<file path="config.mk">
export PLATFORM = sky130hd
export DESIGN_NAME = fcull_cell
export DESIGN_NICKNAME = d
export VERILOG_FILES = /design/src/hw/rtl/fcull_pkg.sv /design/src/hw/rtl/fcull_cell.sv
export SDC_FILE = /design/constraint.sdc
export NUM_CORES = 2
export LEC_CHECK = 0
export ABC_AREA = 1
export BUFFER_PORTS_ARGS = -buffer_cell sky130_fd_sc_hd__buf_2
export CORE_MARGIN = 8
export CORE_UTILIZATION = 35
export CTS_CLUSTER_SIZE = 30
export DETAILED_ROUTE_END_ITERATION = 7
export MAX_ROUTING_LAYER = met4
export PLACE_DENSITY = 0.52
export SLEW_MARGIN = 20
export SYNTH_ARGS = -nofsm -noshare
export SYNTH_HDL_FRONTEND = slang
export SYNTH_SLANG_ARGS = --single-unit
</file>
<file path="constraint.sdc">
create_clock -name clk_i -period 18.3 [get_ports clk_i]
set_input_delay 1.83 -clock clk_i [delete_from_list [all_inputs] [get_ports clk_i]]
set_output_delay 1.83 -clock clk_i [all_outputs]
set_load 0.01 [all_outputs]
</file>
<file path="src/hw/rtl/fcull_pkg.sv">
package fcull_pkg;

  // Plane store
  localparam int PLANE_COUNT = 6;   // cells in the chain, 1..8
  localparam int REG_COUNT   = 6;   // writable plane registers
  localparam int CFG_IDX_W   = 3;
  localparam int PLANE_W     = 64;
  localparam int NORM_W      = 16;  // nx, ny, nz in Q1.14, d in coordinate units
  localparam int NORM_FRAC   = 14;

  // Object coordinates
  localparam int COORD_BITS  = 16;  // 8..32
  localparam int RAD_W       = 16;

  // Products and plane distance
  localparam int PROD_W      = COORD_BITS + NORM_W;
  localparam int DTERM_W     = NORM_W + NORM_FRAC;
  localparam int DIST_W      = ((PROD_W > DTERM_W) ? PROD_W : DTERM_W) + 2;

  typedef logic [1:0] cmd_t;
  localparam cmd_t CMD_POINT  = 2'd0;
  localparam cmd_t CMD_BOX    = 2'd1;
  localparam cmd_t CMD_SPHERE = 2'd2;

  typedef logic signed [COORD_BITS-1:0] coord_t;

  typedef struct packed {
    cmd_t             cmd;
    coord_t           ax;
    coord_t           ay;
    coord_t           az;
    coord_t           bx;
    coord_t           by;
    coord_t           bz;
    logic [RAD_W-1:0] sphere_radius;
  } obj_t;

  // What one cell hands to the next
  typedef struct packed {
    obj_t obj;
    logic visible;
  } cell_beat_t;

endpackage

</file>
<file path="src/hw/rtl/fcull_cell.sv">
// One plane of the chain: stage A picks the corner and multiplies,
// stage B sums, compares and folds the verdict into the beat.
module fcull_cell (
  input  logic                             clk_i,
  input  logic                             rst_ni,
  input  logic                             plane_we_i,
  input  logic [fcull_pkg::PLANE_W-1:0]    plane_i,
  input  logic                             up_valid_i,
  output logic                             up_ready_o,
  input  fcull_pkg::cell_beat_t            up_beat_i,
  output logic                             dn_valid_o,
  input  logic                             dn_ready_i,
  output fcull_pkg::cell_beat_t            dn_beat_o
);

  localparam int PROD_W = fcull_pkg::PROD_W;
  localparam int DIST_W = fcull_pkg::DIST_W;
  localparam int NORM_W = fcull_pkg::NORM_W;

  logic [fcull_pkg::PLANE_W-1:0] plane_q;

  logic signed [NORM_W-1:0] nx, ny, nz, nd;
  assign nx = plane_q[NORM_W-1:0];
  assign ny = plane_q[2*NORM_W-1:NORM_W];
  assign nz = plane_q[3*NORM_W-1:2*NORM_W];
  assign nd = plane_q[4*NORM_W-1:3*NORM_W];

  always_ff @(posedge clk_i or negedge rst_ni) begin
    if (!rst_ni) begin
      plane_q <= '0;
    end else if (plane_we_i) begin
      plane_q <= plane_i;
    end
  end

  // stage A
  logic                  a_valid_q;
  fcull_pkg::cell_beat_t a_beat_q;
  logic signed [PROD_W-1:0] px_q, py_q, pz_q;
  logic signed [PROD_W-1:0] px_d, py_d, pz_d;
  fcull_pkg::coord_t     x, y, z;
  logic                  a_ready, b_ready;

  // stage B
  logic                  b_valid_q;
  fcull_pkg::cell_beat_t b_beat_q;

  assign b_ready    = !b_valid_q || dn_ready_i;
  assign a_ready    = !a_valid_q || b_ready;
  assign up_ready_o = a_ready;

  // box: corner farthest along the normal on each axis
  always_comb begin
    x = up_beat_i.obj.ax;
    y = up_beat_i.obj.ay;
    z = up_beat_i.obj.az;
    if (up_beat_i.obj.cmd == fcull_pkg::CMD_BOX) begin
      if (nx >= 0) x = (up_beat_i.obj.ax > up_beat_i.obj.bx) ? up_beat_i.obj.ax
                                                             : up_beat_i.obj.bx;
      else         x = (up_beat_i.obj.ax > up_beat_i.obj.bx) ? up_beat_i.obj.bx
                                                             : up_beat_i.obj.ax;
      if (ny >= 0) y = (up_beat_i.obj.ay > up_beat_i.obj.by) ? up_beat_i.obj.ay
                                                             : up_beat_i.obj.by;
      else         y = (up_beat_i.obj.ay > up_beat_i.obj.by) ? up_beat_i.obj.by
                                                             : up_beat_i.obj.ay;
      if (nz >= 0) z = (up_beat_i.obj.az > up_beat_i.obj.bz) ? up_beat_i.obj.az
                                                             : up_beat_i.obj.bz;
      else         z = (up_beat_i.obj.az > up_beat_i.obj.bz) ? up_beat_i.obj.bz
                                                             : up_beat_i.obj.az;
    end
  end

  assign px_d = PROD_W'(nx) * PROD_W'(x);
  assign py_d = PROD_W'(ny) * PROD_W'(y);
  assign pz_d = PROD_W'(nz) * PROD_W'(z);

  always_ff @(posedge clk_i or negedge rst_ni) begin
    if (!rst_ni) begin
      a_valid_q <= 1'b0;
    end else if (a_ready) begin
      a_valid_q <= up_valid_i;
    end
  end

  always_ff @(posedge clk_i) begin
    if (a_ready && up_valid_i) begin
      a_beat_q <= up_beat_i;
      px_q     <= px_d;
      py_q     <= py_d;
      pz_q     <= pz_d;
    end
  end

  logic signed [DIST_W-1:0] dist_sum, limit, d_term;
  logic                     reject;

  assign d_term   = DIST_W'(nd) <<< fcull_pkg::NORM_FRAC;
  assign dist_sum = DIST_W'(px_q) + DIST_W'(py_q) + DIST_W'(pz_q) + d_term;
  assign limit    = (a_beat_q.obj.cmd == fcull_pkg::CMD_SPHERE)
                  ? -($signed(DIST_W'(a_beat_q.obj.sphere_radius)) <<< fcull_pkg::NORM_FRAC)
                  : '0;
  assign reject   = dist_sum < limit;

  always_ff @(posedge clk_i or negedge rst_ni) begin
    if (!rst_ni) begin
      b_valid_q <= 1'b0;
    end else if (b_ready) begin
      b_valid_q <= a_valid_q;
    end
  end

  always_ff @(posedge clk_i) begin
    if (b_ready && a_valid_q) begin
      b_beat_q.obj     <= a_beat_q.obj;
      b_beat_q.visible <= a_beat_q.visible && !reject;
    end
  end

  assign dn_valid_o = b_valid_q;
  assign dn_beat_o  = b_beat_q;

endmodule

</file>
; ---- Yosys cells after proc, flatten, opt, wreduce, memory -nomap -nowiden
; Index checks and enable logic that the tools add are counted.
[totals]
ff_bits = 392
wordCells = 61
[classes]
addsub = 4
mul = 3
n_lt_le_gt_ge = 7
eq_ne = 2
muxes = 13
n_reduce_logical = 8
[op_table]
columns = operator, n
row1 = $mux W16, 12
row2 = $mul A16 B16 Y32, 3
row3 = $ge A16 B1 Y1 const B, 3
row4 = $gt A16 B16 Y1, 3
row5 = $add A33 B32 Y34, 1
row6 = $add A34 B30 Y34, 1
row7 = $lt A34 B34 Y1, 1
row8 = $mux W34, 1
row9 = $neg A30 Y34, 1
row10 = $add A32 B32 Y33, 1
row11 = $logic_and A1 B1 Y1, 3
row12 = $logic_not A1 Y1, 3
row13 = $eq A2 B1 Y1 const B, 1
row14 = $eq A2 B2 Y1 const B, 1
row15 = $logic_or A1 B1 Y1, 2

; ---- Depth between registers and ports, before layout
[logic_depth]
ltp_word = 6
ltp_mapped = 44
ltp_nobuf = 43

; ---- Worst setup path after synthesis
; OpenSTA, ideal clock, no wires.
[synth_timing]
path_kind = input to register
from = in up_beat_i[20] in the netlist's numbering
to = reg pz_q[29], data pin
arrival_ns = 8.590
required_ns = 18.040
slack_ns = 9.450
path_stages = 37
n_path_buf = 2
path_cell_list = buf_1 -> inv_1 -> ha_1 -> nand2_1 -> inv_1 -> nand2_1 -> nand2_1 -> nand2_1 -> nand2_1 -> nand2_1 -> nand3_1 -> nand2_1 -> nand2_1 -> nand2_2 -> nand3_4 -> buf_6 -> nand2_4 -> o21ai_2 -> nor2_1 -> fa_1 -> fa_1 -> fa_1 -> fa_1 -> fa_1 -> inv_1 -> fa_1 -> inv_1 -> ha_1 -> nand2_1 -> nor4_1 -> nand3_1 -> nand3_1 -> nand2_1 -> nand2_1 -> nand2_1 -> nand2_1 -> xor2_1
[synth_between]
elab_chain_cells = 5
[synth_rtl]
columns = item, line
row1 = "start, declared", fcull_cell.sv:10  ; input fcull_pkg::cell_beat_t up_beat_i,
row2 = $gt A16 B16 Y1, "fcull_cell.sv:66, fcull_cell.sv:68"
row3 = $mux W16 (on tied branches), "fcull_cell.sv:68, fcull_cell.sv:66"
row4 = $mux W16 *, fcull_cell.sv:66  ; if (nz >= 0) z = (up_beat_i.obj.az > up_beat_i.obj.bz) ? up_beat_i.obj.az
row5 = $mux W16 *, fcull_cell.sv:57  ; if (up_beat_i.obj.cmd == fcull_pkg::CMD_BOX) begin
row6 = $mul A16 B16 Y32 *, fcull_cell.sv:75  ; assign pz_d = PROD_W'(nz) * PROD_W'(z);
row7 = via pz_d[29], fcull_cell.sv:40  ; logic signed [PROD_W-1:0] px_d, py_d, pz_d;
row8 = "end signal, assigned", fcull_cell.sv:90  ; pz_q <= pz_d;
row9 = "end, declared", fcull_cell.sv:39  ; logic signed [PROD_W-1:0] px_q, py_q, pz_q;
; The timed path passes the listed nets; every way through them passes the cells marked *.
; A chain may end at the register's enable or synchronous reset.

; ---- Final worst setup path
; Ends and elaborated chain as after synthesis.

==> qor.txt <==
Status: finished, final reports clean
Sequential share of the synthesized area: 23.4%
Detailed-route vias per instance: 5.01
# DRC: 0
Worst Hold Class: flip-flop to flip-flop
Top-Level Pins: 301
Post-CTS Repair Setup Buffers: 0
Final net count: 6558
Share of the synthesized area in the top cell type: 34.2%
Chip width: 390 um
Initial antenna violation count: 2
Post-synth EDFFs: 326
H-tree levels: 2
CTS Hold Bufs: 0
Final period utilization: 58.1%
CP max FO: 80
Cell type with the largest total area after synthesis: fa_1
Syn avg cell area: 9.83 um^2
Top FF cell, synth: edfxtp_1
Worst Setup Path Type: input port to flip-flop
Global-route wire length before repair: 223000 um
Worst hold margin: 0.408 ns
Final Wtd Congestion: 0.917
Worst relative slew slack: 31.4%
CP required: 18.66 ns
Hold Path Cell Cnt: 0
Overall routed net length: 143000 um
Clk buf depth: 3
Worst Setup End Kind: flip-flop
Fmax: 94.1 MHz
Die area: 152000 um^2
Worst path most repeated cell: nand2_1
Synth warn: 0
Async SR Flop Fraction: 16.8%
Worst path slowest cell: buf_4
Mapped Area: 49000 um^2
Synth area leaders: fa_1 (34%), edfxtp_1 (20%), ha_1 (9.2%)
Post-route ant nets: 0
Worst skew pair latency: 0.65 ns
Clock buffer count from CTS: 48
Final WS setup: 7.67 ns
CTS tree: yes
Root buffer cell: clkbuf_16
Pre-antenna DRT Iters: 6
Final Hold Fails: 0
CP max stage delay: 0.89 ns
Overall Global Routing Usage: 19.4%
Largest net degree at the start of global routing: 116
Clock-pin slew on the worst setup and hold paths: 0.06 ns
Seq cells post-synth: 392
Syn Nets: 6363
Layout Area Growth over Synthesis: 9.78%
Gate Count Post-Synth: 4983
RSZ-0062 raised after global routing: no
FF-to-FF path depth: 24
Final slew viol count: 0
Post-CTS sizing: 0
HPWL after DPL: 118000 um
Pre-CTS setup slack: 7.12 ns
GRT overflow: 0
Crit path time final: 10.63 ns
Final setup TNS: 0 ns
Data arrival, critical path: 10.99 ns
Via count: 35558
Layout cells sized above 1: 9.87%
Core Area: 139000 um^2
WL per Instance: 20.2 um
Number of port buffers: 300
Row cnt: 137
Startpoint kind of the worst setup timing path: input port
Number of library cell types mapped by synthesis: 49
Die height: 390 um
Slew @ Worst Pin: 1.02 ns
Final setup fails: 0
TritonCTS Sinks: 392
Max-cap violations: 0
Clk_skew: 0.0365 ns
Starting Density: 35.2%
Vias in the first global route: 37752
DRT iter0 DRCs: 2549
[critical path, delay by kind of cell]
kind                     cells  cell delay (ns)
adder cells (fa/ha/maj)      8             4.22
AND/OR/NAND/NOR             21             3.07
XOR/XNOR                     1             0.06
buffers and inverters        6             1.41
AO/OA/AOI/OAI                1             0.28
[cells in the final DEF, fill, tap and decap left out, types with 9 or more instances in the layout]
cell       netlist  final
clkbuf_1        80      9
buf_4           14     21
mux2_2          16     16
clkbuf_16        0     50
nand3_1         92     92
fa_1           837    837
nor2_1         549    547
o21bai_1        11     11
o21ai_0        133    133
nand4_1         27     27
xor2_1          75     75
dfrtp_1         66     66
xnor2_1         42     42
clkinv_1        19     27
nand2_1        464    464
nor3_1          22     22
o21ai_2         19     22
inv_1         1142   1141
a21o_1          22     22
o211ai_2        50     50
nand2_2         13     13
o21ai_1         19     16
edfxtp_1       326    326
ha_1           359    359
a21oi_1        150    149
o211ai_1       293    293
buf_2           61    298
[metal layers]
layer	share of wire, %	track usage [%]	vias up
li1	-	-	16166
met1	45	26.9	18113
met2	46	30.0	1080
met3	6.0	2.28	199
met4	2.9	5.57	0
met5	0	-	-
[final cells by class]
class / instances / area [um^2]
fillers: 14068 / 85400
multi-input cells: 3254 / 32400
flip-flops and latches: 392 / 11400
inverters: 1162 / 4370
well taps: 1876 / 2350
repair buffers: 320 / 1670
clock buffers: 61 / 1310
clock inverters: 29 / 256
diodes: 2 / 5.00
[synthesized netlist by cell type (22+ instances only)]
master	n
a21o_1	22
a21oi_1	150
buf_2	61
clkbuf_1	80
dfrtp_1	66
edfxtp_1	326
fa_1	837
ha_1	359
inv_1	1142
nand2_1	464
nand3_1	92
nand4_1	27
nor2_1	549
nor3_1	22
o211ai_1	293
o211ai_2	50
o21ai_0	133
xnor2_1	42
xor2_1	75
[kinds of logic after synthesis]
logic type                 count (synthesis)  share of synthesized area, %
AOI/OAI and AO/OA                        731                          10.3
xor gates and xnor gates                 117                          2.09
adders and majority gates               1196                          43.4
buffers and inverters                   1337                          10.6
DFF                                      392                          23.4
muxes                                     16                         0.368
and+or+nand+nor                         1194                          9.89
[per-stage QoR]
step	util, %	cell area (um^2)	instances
after global placement	37.5	52200	7004
after global routing	38.6	53800	7096
after floorplan	-	49000	4983
after detailed placement	37.5	52200	7004
final	38.6	53800	7096
after CTS	38.6	53800	7094
[final timing paths]
kind,startpoint,end,slack (ns)
worst max-delay path,up_beat_i[20],pz_q[29]$_DFFE_PP_,7.67
worst min-delay path,a_beat_q[79]$_DFFE_PP_,dn_beat_o[79]$_DFFE_PP_,0.41
worst max register to register,plane_q[31]$_DFFE_PN0P_,py_q[27]$_DFFE_PP_,9.23
worst min register to register,a_beat_q[79]$_DFFE_PP_,dn_beat_o[79]$_DFFE_PP_,0.41
max in group asynchronous,rst_ni,plane_q[25]$_DFFE_PN0P_,16.02
min in group asynchronous,rst_ni,a_valid_q$_DFFE_PN0N_,1.16
[state kept, by name, summed over array words and instances (netlist names)]
signal and count:
pz_q 32, a_valid_q 1, px_q 32, dn_valid_o 1
a_beat_q 115, dn_beat_o 115, plane_q 64, py_q 32
Power is not shown: default switching activity piles up to over one toggle a cycle in this logic, so the estimate is an artifact.
